--- config.mk ---
export PLATFORM = sky130hd
export DESIGN_NAME = array_list_engine_flat
export DESIGN_NICKNAME = d
export VERILOG_FILES = /design/src/rtl/ale_pkg.sv /design/src/rtl/ale_if.sv /design/src/rtl/ale_ram.sv /design/src/rtl/ale_ctrl.sv /design/src/rtl/ale_dpath.sv /design/src/rtl/array_list_engine.sv /design/src/flat_wrapper.sv
export SDC_FILE = /design/constraint.sdc
export NUM_CORES = 2
export LEC_CHECK = 0
export BUFFER_PORTS_ARGS = -buffer_cell sky130_fd_sc_hd__buf_2
export CELL_PAD_IN_SITES_DETAIL_PLACEMENT = 0
export CELL_PAD_IN_SITES_GLOBAL_PLACEMENT = 1
export CORE_MARGIN = 2
export CORE_UTILIZATION = 55
export DETAILED_ROUTE_END_ITERATION = 10
export PLACE_DENSITY = 0.83
export RECOVER_POWER = 100
export SLEW_MARGIN = 5
export SYNTH_ARGS = -nofsm -noshare
export SYNTH_HDL_FRONTEND = slang
export SYNTH_HIERARCHICAL = 1
export SYNTH_SLANG_ARGS = --single-unit
--- constraint.sdc ---
create_clock -name clk_i -period 8.6 [get_ports clk_i]
set_input_delay 0.86 -clock clk_i [delete_from_list [all_inputs] [get_ports clk_i]]
set_output_delay 0.86 -clock clk_i [all_outputs]
set_load 0.02 [all_outputs]
--- src/rtl/ale_pkg.sv ---
// ----------------------------------------------------------------------------
// ale_pkg
// Shared types and constants of the array list engine: field widths,
// operation and status codes, controller states and the command and status
// groups that pass between controller and datapath.
// ----------------------------------------------------------------------------
package ale_pkg;

  localparam int CAPACITY_DEF = 16;

  localparam int OP_W   = 4;
  localparam int VAL_W  = 32;
  localparam int POS_W  = 5;
  localparam int AMT_W  = 16;
  localparam int STAT_W = 3;
  localparam int FIDX_W = 4;
  localparam int CNT_W  = 5;

  // Width of the remainder unit's step counter, which counts one step per bit of the rotate amount.
  localparam int DIV_CW = $clog2(AMT_W + 1);

  typedef enum logic [OP_W-1:0] {
    OP_INS_FRONT = 4'd0,
    OP_INS_BACK  = 4'd1,
    OP_INS_AT    = 4'd2,
    OP_DEL_FRONT = 4'd3,
    OP_DEL_BACK  = 4'd4,
    OP_DEL_AT    = 4'd5,
    OP_SEARCH    = 4'd6,
    OP_ROTATE    = 4'd7,
    OP_READ      = 4'd8
  } op_e;

  typedef enum logic [STAT_W-1:0] {
    RES_OK       = 3'd0,
    RES_FULL     = 3'd1,
    RES_EMPTY    = 3'd2,
    RES_BADPOS   = 3'd3,
    RES_NOTFOUND = 3'd4
  } status_e;

  typedef enum logic [4:0] {
    S_IDLE,
    S_DECODE,
    S_UP_RD,
    S_UP_WR,
    S_PUT,
    S_DN_RD,
    S_DN_WR,
    S_SRCH_RD,
    S_SRCH_CMP,
    S_READ_CAP,
    S_DIV,
    S_ROT_RD,
    S_ROT_WR,
    S_COPY_RD,
    S_COPY_WR,
    S_DONE
  } state_e;

  typedef enum logic [2:0] {
    IDX_HOLD,
    IDX_LEN,
    IDX_AT,
    IDX_ZERO,
    IDX_INC,
    IDX_DEC
  } idx_op_e;

  typedef enum logic [3:0] {
    MEM_NONE,
    MEM_RD_UP,
    MEM_WR_UP,
    MEM_RD_DN,
    MEM_WR_DN,
    MEM_PUT,
    MEM_RD_IDX,
    MEM_RD_POS,
    MEM_ROT_WR,
    MEM_RD_TMP,
    MEM_COPY_WR
  } mem_op_e;

  typedef struct packed {
    logic    load_req;
    idx_op_e idx_op;
    logic    div_init;
    logic    div_step;
    logic    dst_init;
    mem_op_e mem_op;
    logic    len_inc;
    logic    len_dec;
    logic    set_status;
    status_e status;
    logic    cap_data;
    logic    cap_found;
    logic    out_load;
  } cmd_t;

  typedef struct packed {
    logic [OP_W-1:0] op;
    logic            full;
    logic            empty;
    logic            pos_le_len;
    logic            pos_lt_len;
    logic            idx_gt_at;
    logic            idx_next_lt_len;
    logic            idx_lt_len;
    logic            match;
    logic            div_done;
    logic            out_busy;
  } sts_t;

endpackage

--- src/rtl/ale_if.sv ---
// ----------------------------------------------------------------------------
// ale_if
// Request and response channels of the array list engine, each a
// valid/ready handshake that moves one word.
// ----------------------------------------------------------------------------
interface ale_req_if;
  logic                              valid;
  logic                              ready;
  logic [ale_pkg::OP_W-1:0]          operation;
  logic signed [ale_pkg::VAL_W-1:0]  value;
  logic [ale_pkg::POS_W-1:0]         position;
  logic [ale_pkg::AMT_W-1:0]         rotate_amount;

  modport source (output valid, operation, value, position, rotate_amount, input ready);
  modport sink (input valid, operation, value, position, rotate_amount, output ready);
endinterface

interface ale_rsp_if;
  logic                              valid;
  logic                              ready;
  logic [ale_pkg::STAT_W-1:0]        status;
  logic signed [ale_pkg::VAL_W-1:0]  data_value;
  logic [ale_pkg::FIDX_W-1:0]        found_index;
  logic [ale_pkg::CNT_W-1:0]         element_count;

  modport source (output valid, status, data_value, found_index, element_count, input ready);
  modport sink (input valid, status, data_value, found_index, element_count, output ready);
endinterface

--- src/rtl/ale_ram.sv ---
// ----------------------------------------------------------------------------
// ale_ram
// Generic single-clock RAM: one write port, one read port, registered read
// data that holds until the next read.
// ----------------------------------------------------------------------------
module ale_ram #(
  parameter int WIDTH = 32,
  parameter int DEPTH = 16,
  localparam int AW = (DEPTH > 1) ? $clog2(DEPTH) : 1
) (
  input  logic             clk_i,
  input  logic             we_i,
  input  logic [AW-1:0]    waddr_i,
  input  logic [WIDTH-1:0] wdata_i,
  input  logic             re_i,
  input  logic [AW-1:0]    raddr_i,
  output logic [WIDTH-1:0] rdata_o
);

  logic [WIDTH-1:0] mem_q [DEPTH];
  logic [WIDTH-1:0] rdata_q;

  always_ff @(posedge clk_i) begin
    if (we_i) begin
      mem_q[waddr_i] <= wdata_i;
    end
    if (re_i) begin
      rdata_q <= mem_q[raddr_i];
    end
  end

  assign rdata_o = rdata_q;

endmodule

--- src/rtl/ale_ctrl.sv ---
// ----------------------------------------------------------------------------
// ale_ctrl
// Sequencer of the array list engine: decodes each request and steps the
// datapath through its shift, search, remainder and rotate loops.
// ----------------------------------------------------------------------------
module ale_ctrl (
  input  logic          clk_i,
  input  logic          rst_ni,
  input  logic          in_valid_i,
  output logic          in_ready_o,
  input  ale_pkg::sts_t sts_i,
  output ale_pkg::cmd_t cmd_o
);

  ale_pkg::state_e state_q, state_d;

  always_ff @(posedge clk_i or negedge rst_ni) begin
    if (!rst_ni) begin
      state_q <= ale_pkg::S_IDLE;
    end else begin
      state_q <= state_d;
    end
  end

  // Next state.
  always_comb begin
    state_d = state_q;
    unique case (state_q)
      ale_pkg::S_IDLE: begin
        if (in_valid_i) state_d = ale_pkg::S_DECODE;
      end
      ale_pkg::S_DECODE: begin
        unique case (sts_i.op) inside
          ale_pkg::OP_INS_FRONT, ale_pkg::OP_INS_BACK: begin
            state_d = sts_i.full ? ale_pkg::S_DONE : ale_pkg::S_UP_RD;
          end
          ale_pkg::OP_INS_AT: begin
            state_d = (sts_i.full || !sts_i.pos_le_len) ? ale_pkg::S_DONE : ale_pkg::S_UP_RD;
          end
          ale_pkg::OP_DEL_FRONT, ale_pkg::OP_DEL_BACK: begin
            state_d = sts_i.empty ? ale_pkg::S_DONE : ale_pkg::S_DN_RD;
          end
          ale_pkg::OP_DEL_AT: begin
            state_d = sts_i.pos_lt_len ? ale_pkg::S_DN_RD : ale_pkg::S_DONE;
          end
          ale_pkg::OP_SEARCH: state_d = ale_pkg::S_SRCH_RD;
          ale_pkg::OP_ROTATE: begin
            state_d = sts_i.empty ? ale_pkg::S_DONE : ale_pkg::S_DIV;
          end
          ale_pkg::OP_READ: begin
            state_d = sts_i.pos_lt_len ? ale_pkg::S_READ_CAP : ale_pkg::S_DONE;
          end
          default: state_d = ale_pkg::S_DONE;
        endcase
      end
      ale_pkg::S_UP_RD: begin
        state_d = sts_i.idx_gt_at ? ale_pkg::S_UP_WR : ale_pkg::S_PUT;
      end
      ale_pkg::S_UP_WR:    state_d = ale_pkg::S_UP_RD;
      ale_pkg::S_PUT:      state_d = ale_pkg::S_DONE;
      ale_pkg::S_DN_RD: begin
        state_d = sts_i.idx_next_lt_len ? ale_pkg::S_DN_WR : ale_pkg::S_DONE;
      end
      ale_pkg::S_DN_WR:    state_d = ale_pkg::S_DN_RD;
      ale_pkg::S_SRCH_RD: begin
        state_d = sts_i.idx_lt_len ? ale_pkg::S_SRCH_CMP : ale_pkg::S_DONE;
      end
      ale_pkg::S_SRCH_CMP: begin
        state_d = sts_i.match ? ale_pkg::S_DONE : ale_pkg::S_SRCH_RD;
      end
      ale_pkg::S_READ_CAP: state_d = ale_pkg::S_DONE;
      ale_pkg::S_DIV: begin
        if (sts_i.div_done) state_d = ale_pkg::S_ROT_RD;
      end
      ale_pkg::S_ROT_RD: begin
        state_d = sts_i.idx_lt_len ? ale_pkg::S_ROT_WR : ale_pkg::S_COPY_RD;
      end
      ale_pkg::S_ROT_WR:   state_d = ale_pkg::S_ROT_RD;
      ale_pkg::S_COPY_RD: begin
        state_d = sts_i.idx_lt_len ? ale_pkg::S_COPY_WR : ale_pkg::S_DONE;
      end
      ale_pkg::S_COPY_WR:  state_d = ale_pkg::S_COPY_RD;
      ale_pkg::S_DONE: begin
        if (!sts_i.out_busy) state_d = ale_pkg::S_IDLE;
      end
      default: state_d = ale_pkg::S_IDLE;
    endcase
  end

  // Commands.
  always_comb begin
    cmd_o        = '0;
    cmd_o.idx_op = ale_pkg::IDX_HOLD;
    cmd_o.mem_op = ale_pkg::MEM_NONE;
    cmd_o.status = ale_pkg::RES_OK;
    in_ready_o   = 1'b0;
    unique case (state_q)
      ale_pkg::S_IDLE: begin
        in_ready_o     = 1'b1;
        cmd_o.load_req = in_valid_i;
      end
      ale_pkg::S_DECODE: begin
        unique case (sts_i.op) inside
          ale_pkg::OP_INS_FRONT, ale_pkg::OP_INS_BACK: begin
            if (sts_i.full) begin
              cmd_o.set_status = 1'b1;
              cmd_o.status     = ale_pkg::RES_FULL;
            end else begin
              cmd_o.idx_op = ale_pkg::IDX_LEN;
            end
          end
          ale_pkg::OP_INS_AT: begin
            if (sts_i.full) begin
              cmd_o.set_status = 1'b1;
              cmd_o.status     = ale_pkg::RES_FULL;
            end else if (!sts_i.pos_le_len) begin
              cmd_o.set_status = 1'b1;
              cmd_o.status     = ale_pkg::RES_BADPOS;
            end else begin
              cmd_o.idx_op = ale_pkg::IDX_LEN;
            end
          end
          ale_pkg::OP_DEL_FRONT, ale_pkg::OP_DEL_BACK: begin
            if (sts_i.empty) begin
              cmd_o.set_status = 1'b1;
              cmd_o.status     = ale_pkg::RES_EMPTY;
            end else begin
              cmd_o.idx_op = ale_pkg::IDX_AT;
            end
          end
          ale_pkg::OP_DEL_AT: begin
            if (!sts_i.pos_lt_len) begin
              cmd_o.set_status = 1'b1;
              cmd_o.status     = ale_pkg::RES_BADPOS;
            end else begin
              cmd_o.idx_op = ale_pkg::IDX_AT;
            end
          end
          ale_pkg::OP_SEARCH: begin
            // Assume a miss until a matching entry turns up.
            cmd_o.set_status = 1'b1;
            cmd_o.status     = ale_pkg::RES_NOTFOUND;
            cmd_o.idx_op     = ale_pkg::IDX_ZERO;
          end
          ale_pkg::OP_ROTATE: begin
            if (sts_i.empty) begin
              cmd_o.set_status = 1'b1;
              cmd_o.status     = ale_pkg::RES_EMPTY;
            end else begin
              cmd_o.div_init = 1'b1;
            end
          end
          ale_pkg::OP_READ: begin
            if (!sts_i.pos_lt_len) begin
              cmd_o.set_status = 1'b1;
              cmd_o.status     = ale_pkg::RES_BADPOS;
            end else begin
              cmd_o.mem_op = ale_pkg::MEM_RD_POS;
            end
          end
          default: begin
            cmd_o.set_status = 1'b1;
            cmd_o.status     = ale_pkg::RES_BADPOS;
          end
        endcase
      end
      ale_pkg::S_UP_RD: begin
        if (sts_i.idx_gt_at) cmd_o.mem_op = ale_pkg::MEM_RD_UP;
      end
      ale_pkg::S_UP_WR: begin
        cmd_o.mem_op = ale_pkg::MEM_WR_UP;
        cmd_o.idx_op = ale_pkg::IDX_DEC;
      end
      ale_pkg::S_PUT: begin
        cmd_o.mem_op  = ale_pkg::MEM_PUT;
        cmd_o.len_inc = 1'b1;
      end
      ale_pkg::S_DN_RD: begin
        if (sts_i.idx_next_lt_len) begin
          cmd_o.mem_op = ale_pkg::MEM_RD_DN;
        end else begin
          cmd_o.len_dec = 1'b1;
        end
      end
      ale_pkg::S_DN_WR: begin
        cmd_o.mem_op = ale_pkg::MEM_WR_DN;
        cmd_o.idx_op = ale_pkg::IDX_INC;
      end
      ale_pkg::S_SRCH_RD: begin
        if (sts_i.idx_lt_len) cmd_o.mem_op = ale_pkg::MEM_RD_IDX;
      end
      ale_pkg::S_SRCH_CMP: begin
        if (sts_i.match) begin
          cmd_o.set_status = 1'b1;
          cmd_o.status     = ale_pkg::RES_OK;
          cmd_o.cap_found  = 1'b1;
        end else begin
          cmd_o.idx_op = ale_pkg::IDX_INC;
        end
      end
      ale_pkg::S_READ_CAP: cmd_o.cap_data = 1'b1;
      ale_pkg::S_DIV: begin
        if (sts_i.div_done) begin
          cmd_o.dst_init = 1'b1;
          cmd_o.idx_op   = ale_pkg::IDX_ZERO;
        end else begin
          cmd_o.div_step = 1'b1;
        end
      end
      ale_pkg::S_ROT_RD: begin
        if (sts_i.idx_lt_len) begin
          cmd_o.mem_op = ale_pkg::MEM_RD_IDX;
        end else begin
          cmd_o.idx_op = ale_pkg::IDX_ZERO;
        end
      end
      ale_pkg::S_ROT_WR: begin
        cmd_o.mem_op = ale_pkg::MEM_ROT_WR;
        cmd_o.idx_op = ale_pkg::IDX_INC;
      end
      ale_pkg::S_COPY_RD: begin
        if (sts_i.idx_lt_len) cmd_o.mem_op = ale_pkg::MEM_RD_TMP;
      end
      ale_pkg::S_COPY_WR: begin
        cmd_o.mem_op = ale_pkg::MEM_COPY_WR;
        cmd_o.idx_op = ale_pkg::IDX_INC;
      end
      ale_pkg::S_DONE: begin
        if (!sts_i.out_busy) cmd_o.out_load = 1'b1;
      end
      default: ;
    endcase
  end

endmodule

--- src/rtl/ale_dpath.sv ---
// ----------------------------------------------------------------------------
// ale_dpath
// Datapath of the array list engine: request registers, length and index
// counters, the bit-serial remainder unit for rotation, the entry store and
// its rotation scratch store, and the response register.
// ----------------------------------------------------------------------------
module ale_dpath #(
  parameter int CAPACITY = ale_pkg::CAPACITY_DEF
) (
  input  logic                          clk_i,
  input  logic                          rst_ni,
  input  ale_pkg::cmd_t                 cmd_i,
  output ale_pkg::sts_t                 sts_o,
  input  logic [ale_pkg::OP_W-1:0]      op_i,
  input  logic [ale_pkg::VAL_W-1:0]     value_i,
  input  logic [ale_pkg::POS_W-1:0]     pos_i,
  input  logic [ale_pkg::AMT_W-1:0]     amt_i,
  output logic                          rsp_valid_o,
  input  logic                          rsp_ready_i,
  output logic [ale_pkg::STAT_W-1:0]    rsp_status_o,
  output logic [ale_pkg::VAL_W-1:0]     rsp_data_o,
  output logic [ale_pkg::FIDX_W-1:0]    rsp_found_o,
  output logic [ale_pkg::CNT_W-1:0]     rsp_count_o
);

  localparam int LW = $clog2(CAPACITY + 1);
  localparam int AW = (CAPACITY > 1) ? $clog2(CAPACITY) : 1;
  localparam int CW = (LW > ale_pkg::POS_W) ? LW : ale_pkg::POS_W;

  logic [ale_pkg::OP_W-1:0]   op_q;
  logic [ale_pkg::VAL_W-1:0]  val_q;
  logic [ale_pkg::POS_W-1:0]  pos_q;
  logic [ale_pkg::AMT_W-1:0]  amt_q, amt_d;
  logic [LW-1:0]              len_q, len_d;
  logic [LW-1:0]              idx_q, idx_d;
  logic [LW-1:0]              dst_q, dst_d;
  logic [LW-1:0]              rem_q, rem_d;
  logic [ale_pkg::DIV_CW-1:0] cnt_q, cnt_d;
  ale_pkg::status_e           res_status_q;
  logic [ale_pkg::VAL_W-1:0]  res_data_q;
  logic [LW-1:0]              res_found_q;
  logic                       out_valid_q;
  logic [ale_pkg::STAT_W-1:0] out_status_q;
  logic [ale_pkg::VAL_W-1:0]  out_data_q;
  logic [ale_pkg::FIDX_W-1:0] out_found_q;
  logic [ale_pkg::CNT_W-1:0]  out_count_q;

  logic [CW-1:0]              pos_ext, len_ext, at_ext, found_ext;
  logic [LW-1:0]              at_w, idx_m1, idx_p1;
  logic [LW:0]                div_try;
  logic [ale_pkg::VAL_W-1:0]  rd_a, rd_b, wdata_a;
  logic                       we_a, re_a, we_b, re_b;
  logic [AW-1:0]              waddr_a, raddr_a, waddr_b, raddr_b;

  assign pos_ext = CW'(pos_q);
  assign len_ext = CW'(len_q);
  assign idx_m1  = idx_q - LW'(1);
  assign idx_p1  = idx_q + LW'(1);

  // Slot that an insert opens or a delete closes.
  always_comb begin
    unique case (op_q) inside
      ale_pkg::OP_INS_FRONT, ale_pkg::OP_DEL_FRONT: at_ext = '0;
      ale_pkg::OP_INS_BACK:                         at_ext = len_ext;
      ale_pkg::OP_DEL_BACK:                         at_ext = len_ext - CW'(1);
      default:                                      at_ext = pos_ext;
    endcase
  end
  assign at_w = at_ext[LW-1:0];

  // One restoring step of amount mod length per cycle, top bit first.
  assign div_try = {rem_q, amt_q[ale_pkg::AMT_W-1]};

  always_comb begin
    amt_d = amt_q;
    rem_d = rem_q;
    cnt_d = cnt_q;
    if (cmd_i.load_req) begin
      amt_d = amt_i;
    end else if (cmd_i.div_init) begin
      rem_d = '0;
      cnt_d = ale_pkg::DIV_CW'(ale_pkg::AMT_W);
    end else if (cmd_i.div_step) begin
      amt_d = {amt_q[ale_pkg::AMT_W-2:0], 1'b0};
      cnt_d = cnt_q - ale_pkg::DIV_CW'(1);
      if (div_try >= {1'b0, len_q}) begin
        rem_d = LW'(div_try - {1'b0, len_q});
      end else begin
        rem_d = div_try[LW-1:0];
      end
    end
  end

  always_comb begin
    case (cmd_i.idx_op)
      ale_pkg::IDX_LEN:  idx_d = len_q;
      ale_pkg::IDX_AT:   idx_d = at_w;
      ale_pkg::IDX_ZERO: idx_d = '0;
      ale_pkg::IDX_INC:  idx_d = idx_p1;
      ale_pkg::IDX_DEC:  idx_d = idx_m1;
      default:           idx_d = idx_q;
    endcase
  end

  always_comb begin
    dst_d = dst_q;
    if (cmd_i.dst_init) begin
      dst_d = rem_q;
    end else if (cmd_i.mem_op == ale_pkg::MEM_ROT_WR) begin
      dst_d = ({1'b0, dst_q} + (LW+1)'(1) == {1'b0, len_q}) ? '0 : dst_q + LW'(1);
    end
  end

  always_comb begin
    len_d = len_q;
    if (cmd_i.len_inc) begin
      len_d = len_q + LW'(1);
    end else if (cmd_i.len_dec) begin
      len_d = len_q - LW'(1);
    end
  end

  // Store ports.
  always_comb begin
    we_a    = 1'b0;
    re_a    = 1'b0;
    we_b    = 1'b0;
    re_b    = 1'b0;
    waddr_a = idx_q[AW-1:0];
    raddr_a = idx_q[AW-1:0];
    wdata_a = rd_a;
    waddr_b = dst_q[AW-1:0];
    raddr_b = idx_q[AW-1:0];
    case (cmd_i.mem_op)
      ale_pkg::MEM_RD_UP: begin
        re_a    = 1'b1;
        raddr_a = idx_m1[AW-1:0];
      end
      ale_pkg::MEM_WR_UP, ale_pkg::MEM_WR_DN: we_a = 1'b1;
      ale_pkg::MEM_RD_DN: begin
        re_a    = 1'b1;
        raddr_a = idx_p1[AW-1:0];
      end
      ale_pkg::MEM_PUT: begin
        we_a    = 1'b1;
        waddr_a = at_w[AW-1:0];
        wdata_a = val_q;
      end
      ale_pkg::MEM_RD_IDX: re_a = 1'b1;
      ale_pkg::MEM_RD_POS: begin
        re_a    = 1'b1;
        raddr_a = pos_ext[AW-1:0];
      end
      ale_pkg::MEM_ROT_WR: we_b = 1'b1;
      ale_pkg::MEM_RD_TMP: re_b = 1'b1;
      ale_pkg::MEM_COPY_WR: begin
        we_a    = 1'b1;
        wdata_a = rd_b;
      end
      default: ;
    endcase
  end

  ale_ram #(
    .WIDTH (ale_pkg::VAL_W),
    .DEPTH (CAPACITY)
  ) u_entries (
    .clk_i   (clk_i),
    .we_i    (we_a),
    .waddr_i (waddr_a),
    .wdata_i (wdata_a),
    .re_i    (re_a),
    .raddr_i (raddr_a),
    .rdata_o (rd_a)
  );

  ale_ram #(
    .WIDTH (ale_pkg::VAL_W),
    .DEPTH (CAPACITY)
  ) u_scratch (
    .clk_i   (clk_i),
    .we_i    (we_b),
    .waddr_i (waddr_b),
    .wdata_i (rd_a),
    .re_i    (re_b),
    .raddr_i (raddr_b),
    .rdata_o (rd_b)
  );

  always_ff @(posedge clk_i or negedge rst_ni) begin
    if (!rst_ni) begin
      len_q       <= '0;
      out_valid_q <= 1'b0;
    end else begin
      len_q <= len_d;
      if (cmd_i.out_load) begin
        out_valid_q <= 1'b1;
      end else if (rsp_ready_i) begin
        out_valid_q <= 1'b0;
      end
    end
  end

  always_ff @(posedge clk_i) begin
    if (cmd_i.load_req) begin
      op_q  <= op_i;
      val_q <= value_i;
      pos_q <= pos_i;
    end
    amt_q <= amt_d;
    rem_q <= rem_d;
    cnt_q <= cnt_d;
    idx_q <= idx_d;
    dst_q <= dst_d;
    if (cmd_i.load_req) begin
      res_status_q <= ale_pkg::RES_OK;
      res_data_q   <= '0;
      res_found_q  <= '0;
    end else begin
      if (cmd_i.set_status) res_status_q <= cmd_i.status;
      if (cmd_i.cap_data)   res_data_q   <= rd_a;
      if (cmd_i.cap_found)  res_found_q  <= idx_q;
    end
    if (cmd_i.out_load) begin
      out_status_q <= res_status_q;
      out_data_q   <= res_data_q;
      out_found_q  <= found_ext[ale_pkg::FIDX_W-1:0];
      out_count_q  <= len_ext[ale_pkg::CNT_W-1:0];
    end
  end

  assign found_ext = CW'(res_found_q);

  assign sts_o.op              = op_q;
  assign sts_o.full            = (len_q == LW'(CAPACITY));
  assign sts_o.empty           = (len_q == '0);
  assign sts_o.pos_le_len      = (pos_ext <= len_ext);
  assign sts_o.pos_lt_len      = (pos_ext < len_ext);
  assign sts_o.idx_gt_at       = (idx_q > at_w);
  assign sts_o.idx_next_lt_len = ({1'b0, idx_q} + (LW+1)'(1) < {1'b0, len_q});
  assign sts_o.idx_lt_len      = (idx_q < len_q);
  assign sts_o.match           = (rd_a == val_q);
  assign sts_o.div_done        = (cnt_q == '0);
  assign sts_o.out_busy        = out_valid_q && !rsp_ready_i;

  assign rsp_valid_o  = out_valid_q;
  assign rsp_status_o = out_status_q;
  assign rsp_data_o   = out_data_q;
  assign rsp_found_o  = out_found_q;
  assign rsp_count_o  = out_count_q;

  a_len_in_range: assert property (@(posedge clk_i) disable iff (!rst_ni)
    len_q <= LW'(CAPACITY))
    else $error("list length exceeds capacity");

  a_rem_below_len: assert property (@(posedge clk_i) disable iff (!rst_ni)
    cmd_i.div_step |-> (rem_q < len_q))
    else $error("rotate remainder not below length");

  a_dst_below_len: assert property (@(posedge clk_i) disable iff (!rst_ni)
    (cmd_i.mem_op == ale_pkg::MEM_ROT_WR) |-> (dst_q < len_q))
    else $error("rotate destination outside the list");

  a_no_overwrite: assert property (@(posedge clk_i) disable iff (!rst_ni)
    cmd_i.out_load |-> !(out_valid_q && !rsp_ready_i))
    else $error("response word overwritten before it was taken");

  a_put_not_full: assert property (@(posedge clk_i) disable iff (!rst_ni)
    cmd_i.len_inc |=> (len_q == $past(len_q) + LW'(1)) && (len_q != '0))
    else $error("insert wrapped the length counter");

endmodule

--- src/rtl/array_list_engine.sv ---
// ----------------------------------------------------------------------------
// array_list_engine
// Ordered list of up to CAPACITY signed 32-bit entries in a RAM with a length
// counter: insert, delete, search, rotate and read requests.
//
// A request word on req_i carries an operation, a value, a position and a
// rotate amount. Every request gives exactly one response word on rsp_o with
// a status, the read data or found index, and the list length afterwards.
// One request is worked on at a time; req_i.ready is high while the engine
// is idle, and it stays idle-ready even when a response still waits in the
// output register. An insert or delete shifts the list past its slot one
// entry at a time, each with a read and then a write of the entry RAM,
// whose read is registered; a search reads entries from index 0 until a
// hit; a rotate takes 16 remainder steps in the one-bit-a-cycle remainder
// unit, then copies the list out to the scratch store and back.
// Reset empties the list at once; entries need no clearing.
// If rsp_o stalls, the finished word stays in the output register and the
// engine holds its next result until that word is taken.
// ----------------------------------------------------------------------------
module array_list_engine #(
  parameter int CAPACITY = ale_pkg::CAPACITY_DEF
) (
  input  logic         clk_i,
  input  logic         rst_ni,
  ale_req_if.sink      req_i,
  ale_rsp_if.source    rsp_o
);

  ale_pkg::cmd_t cmd;
  ale_pkg::sts_t sts;

  ale_ctrl u_ctrl (
    .clk_i      (clk_i),
    .rst_ni     (rst_ni),
    .in_valid_i (req_i.valid),
    .in_ready_o (req_i.ready),
    .sts_i      (sts),
    .cmd_o      (cmd)
  );

  ale_dpath #(
    .CAPACITY (CAPACITY)
  ) u_dpath (
    .clk_i        (clk_i),
    .rst_ni       (rst_ni),
    .cmd_i        (cmd),
    .sts_o        (sts),
    .op_i         (req_i.operation),
    .value_i      (req_i.value),
    .pos_i        (req_i.position),
    .amt_i        (req_i.rotate_amount),
    .rsp_valid_o  (rsp_o.valid),
    .rsp_ready_i  (rsp_o.ready),
    .rsp_status_o (rsp_o.status),
    .rsp_data_o   (rsp_o.data_value),
    .rsp_found_o  (rsp_o.found_index),
    .rsp_count_o  (rsp_o.element_count)
  );

endmodule

--- src/flat_wrapper.sv ---
// flat-port wrapper written by rule: the top's interface ports become plain ports
module array_list_engine_flat 
#(
  parameter int CAPACITY = ale_pkg::CAPACITY_DEF
)
  (clk_i, rst_ni, req_i_valid, req_i_operation, req_i_value, req_i_position, req_i_rotate_amount, req_i_ready, rsp_o_valid, rsp_o_status, rsp_o_data_value, rsp_o_found_index, rsp_o_element_count, rsp_o_ready);
  ale_req_if req_i_i ();
  ale_rsp_if rsp_o_i ();
  input  logic clk_i;
  input  logic rst_ni;
  input wire logic [$bits(req_i_i.valid)-1:0] req_i_valid;
  input wire logic [$bits(req_i_i.operation)-1:0] req_i_operation;
  input wire logic [$bits(req_i_i.value)-1:0] req_i_value;
  input wire logic [$bits(req_i_i.position)-1:0] req_i_position;
  input wire logic [$bits(req_i_i.rotate_amount)-1:0] req_i_rotate_amount;
  output wire logic [$bits(req_i_i.ready)-1:0] req_i_ready;
  output wire logic [$bits(rsp_o_i.valid)-1:0] rsp_o_valid;
  output wire logic [$bits(rsp_o_i.status)-1:0] rsp_o_status;
  output wire logic [$bits(rsp_o_i.data_value)-1:0] rsp_o_data_value;
  output wire logic [$bits(rsp_o_i.found_index)-1:0] rsp_o_found_index;
  output wire logic [$bits(rsp_o_i.element_count)-1:0] rsp_o_element_count;
  input wire logic [$bits(rsp_o_i.ready)-1:0] rsp_o_ready;
  assign req_i_i.valid = req_i_valid;
  assign req_i_i.operation = req_i_operation;
  assign req_i_i.value = req_i_value;
  assign req_i_i.position = req_i_position;
  assign req_i_i.rotate_amount = req_i_rotate_amount;
  assign req_i_ready = req_i_i.ready;
  assign rsp_o_valid = rsp_o_i.valid;
  assign rsp_o_status = rsp_o_i.status;
  assign rsp_o_data_value = rsp_o_i.data_value;
  assign rsp_o_found_index = rsp_o_i.found_index;
  assign rsp_o_element_count = rsp_o_i.element_count;
  assign rsp_o_i.ready = rsp_o_ready;
  array_list_engine #(.CAPACITY(CAPACITY)) u_core (.clk_i(clk_i), .rst_ni(rst_ni), .req_i(req_i_i), .rsp_o(rsp_o_i));
endmodule
==> impl_metrics.ini <==
[layout]
nets = 2787
fin_util_pct = 61.77
drive_gt1_share_pct = 20.00
syn_to_final_growth_pct = 11.83
mostFrequentLayoutCells = edfxtp_1, mux4_2, a22oi_1
final_common_cell = edfxtp_1

[synth]
synth_xor_area_share_pct = 1.009
yosys.area_share.simple_pct = 3.774
ys_seq_area_share_pct = 75.43
async_flop_share_pct = 0.7949
synth_edf_count = 1209
synth_compound_area_share_pct = 4.522
synthCells = 2551
synth_top_family_by_area = multiplexers
synth_mux_area_share_pct = 12.88
yosys_warnings = 6
synth_area_um2 = 49490
synth_adder_area_share_pct = 0.8367
synth.net_count = 2642
synth_cell_types = 77
synthFlopType = edfxtp_1
synth-seq-cells = 1258
syn_area_per_cell_um2 = 19.40

[power_and_ir_drop]
ir_drop_mv = 0.5149
p_clk_share_pct = 24.0
power_density_nw_per_um2 = 404.6
pwr-share-seq_pct = 43.4
intPower_mw = 14.80
power_frac_comb_pct = 32.6
sw_frac_of_total_pct = 33.90
p_leak_nw = 17.82
switchingPower_mw = 7.590

[setup_path]
r2r_slack_ps = 790
worst_r2r_endpoint = u_core/u_dpath/u_scratch/mem_q[10][31]
critPathTopFamily = simple AND/OR/NAND/NOR gates
arrival_ps = 8110
critPathLaunch = u_core/u_dpath/len_ext[1]
crit_buf_inv = 3
crit_chain = inv_1 > ha_1 > nor2_1 > a221oi_1 > ha_1 > nor2b_1 > o21a_1 > o21ai_0 > maj3_1 > o22ai_1 > inv_1 > or3_1 > o21ai_0 > a32o_1 > nor4b_1 > nand3b_1 > nor2_1 > clkbuf_2
worstPathMaxFanout = 20
crit_type = reg -> reg
r2r-start = u_core/u_dpath/len_ext[1]
reg2regPathDepth = 18
cpPeakStageDelay_ps = 1950
cp_slowest_cell = nor2_1
cp.required_ps = 8910
end_kind = flop
worstSetupStartpointType = flop

[place]
preCtsSetupSlack_ps = 1346
dpl.hpwl_um = 67420
port_buffers = 106
gp_congestion = 0.8669

[die]
initial_core_util_pct = 55.24
num_rows = 110
dieArea_um2 = 92410
core_area_um2 = 89600
die_y_um = 304.0
fp.dieW_um = 304.0
io_pins = 107

[grt]
antenna_found_initial = 7
grt_max_degree = 129
grt_pass1_vias = 25800
grt_pass1_wl_um = 168500
grt_use_total_pct = 24.65
gr-total-overflow = 0

[clock_network]
cts_resized = 0
cts.path.max_buffers = 3
cts_setup_buffers = 0
cts_tree = built
postCtsHoldBufs = 0
clk_pin_slew_worst_paths_ps = 70
cts.sinks = 1258
worstSkewPairLatency_ps = 720
htree_levels = 3
numCtsBuffers = 120
cts-root-buf = clkbuf_16

[sta]
period_needed_ps = 7805
max_freq_ghz = 0.1281
tightest_slew_ps = 3924
fin_crit_sh_pct = 90.76
setup_ws_ps = 794.5
setup_tns_ps = 0
setup_violations = 0
relSlewSlack_pct = -161.6
clock_skew_ps = 64.48
slew_viol_final = 602
rsz0062_at_grt = no
hold_viol_final = 0

[run_status]
violations = capacitance limit, slew limit
status = finished, violations left

[drt]
drt_drc_violations_left = 0
postRouteAntennaNets = 0
wirelength_um = 113100
drt_iter0_drc = 3012
firstDrtPassIters = 5
vias_per_cell = 6.314
post_drt_wl_per_cell_um = 28.46
dr_total_vias = 25100

[hold_path]
hold_class = in -> async

[job]
cap_violations = 24
## worst max-delay path by stage
stage / to / slack [ps] / cells past startpoint
global route: u_core/u_dpath/u_entries/mem_q[9][8] / 380 / 21
global placement: u_core/u_dpath/u_entries/mem_q[10][21] / 1550 / 21
detailed placement: u_core/u_dpath/u_entries/mem_q[15][16] / 1350 / 21
floorplan: u_core/u_dpath/u_entries/mem_q[0][0] / 1650 / 20
CTS: u_core/u_dpath/u_entries/mem_q[10][26] / 1310 / 21
finish: u_core/u_dpath/u_scratch/mem_q[10][31] / 790 / 18
## logic make-up (layout without fill, tap and decap cells)
logic type,after synthesis,after routing
AO/OA/AOI/OAI,309,309
XOR/XNOR,57,57
adder cells (fa/ha/maj),33,33
other,0,4
multiplexers,315,315
AND/OR/NAND/NOR,411,411
flip-flops,1258,1258
buffers and inverters,168,412
## stage by stage
| step | instances | power [mW] | area [um2] | hold WS (ps) |
|---|---|---|---|---|
| 4_1_cts | 3971 | 22.53 | 55740 | 27.16 |
| 3_3_place_gp | 3750 | 16.81 | 51670 | 414.9 |
| 6_report | 3975 | 22.39 | 55350 | 193.4 |
| 5_1_grt | 3972 | 23.40 | 55340 | 227.7 |
| 2_1_floorplan | 2551 | 14.63 | 49500 | 407.6 |
| 3_5_place_dp | 3750 | 17.11 | 51670 | 414.0 |
## layer usage
metal	track usage, %	vias up	part of all wire [%]
met5	0	-	0.0097
met1	34.93	13060	40
met2	39.88	1146	49
met4	7.555	2	2.6
li1	-	10710	-
met3	4.102	178	8.1
## synth_stat cells, types with 19 or more instances
cell / instances / area (um2)
a21oi_1: 31 / 155.2
a22oi_1: 164 / 1231
buf_1: 20 / 75.07
buf_2: 35 / 175.2
clkbuf_1: 62 / 232.7
dfxtp_1: 39 / 780.8
edfxtp_1: 1209 / 36300
ha_1: 29 / 362.9
inv_1: 30 / 112.6
mux2i_1: 44 / 440.4
mux4_2: 256 / 5766
nand2_1: 162 / 608.1
nor2_1: 118 / 442.9
nor2b_1: 19 / 118.9
nor3_1: 25 / 125.1
o21ai_0: 25 / 125.1
xor2_1: 39 / 341.6
## registers in the layout, indices dropped and copies added (netlist names), 16 cells and up
signal and cells:
u_core/u_dpath/rsp_data_o 32, u_core/u_dpath/amt_q 16, u_core/u_dpath/u_entries/mem_q 512, u_core/u_dpath/res_data_q 32, u_core/u_dpath/u_scratch/mem_q 512, u_core/u_dpath/u_scratch/rdata_o 32, u_core/u_dpath/val_q 32, u_core/u_dpath/u_entries/rdata_o 32
## area by class of cell
type,count,area [um2]
clock buffer,152,3203
clock inverter,69,869.6
tap,1176,1471
multi-input combinational,1125,11530
timing repair buffer,161,812.0
fill,6038,34250
antenna,4,10.01
inverter,30,112.6
sequential,1258,37340
## worst reg2reg max path: stages (launching register included)
cell      delay, ps
dfrtp_1         660
inv_1           300
ha_1            400
nor2_1           60
a221oi_1        430
ha_1            340
nor2b_1         140
o21a_1          160
o21ai_0         180
maj3_1          200
o22ai_1         120
inv_1           100
or3_1           100
o21ai_0          70
a32o_1          310
nor4b_1         930
nand3b_1        310
nor2_1         1950
clkbuf_2        680
## power groups by stage
stage          clock [mW]  combinational, mW  sequential (mW)
4_1_cts              5.46               7.38             9.70
3_3_place_gp            0               7.09             9.72
2_1_floorplan           0               5.26             9.37
3_5_place_dp            0               7.30             9.81
5_1_grt              5.70               7.85             9.84
6_report             5.37               7.29             9.73
(Power assumes the default switching activity.)
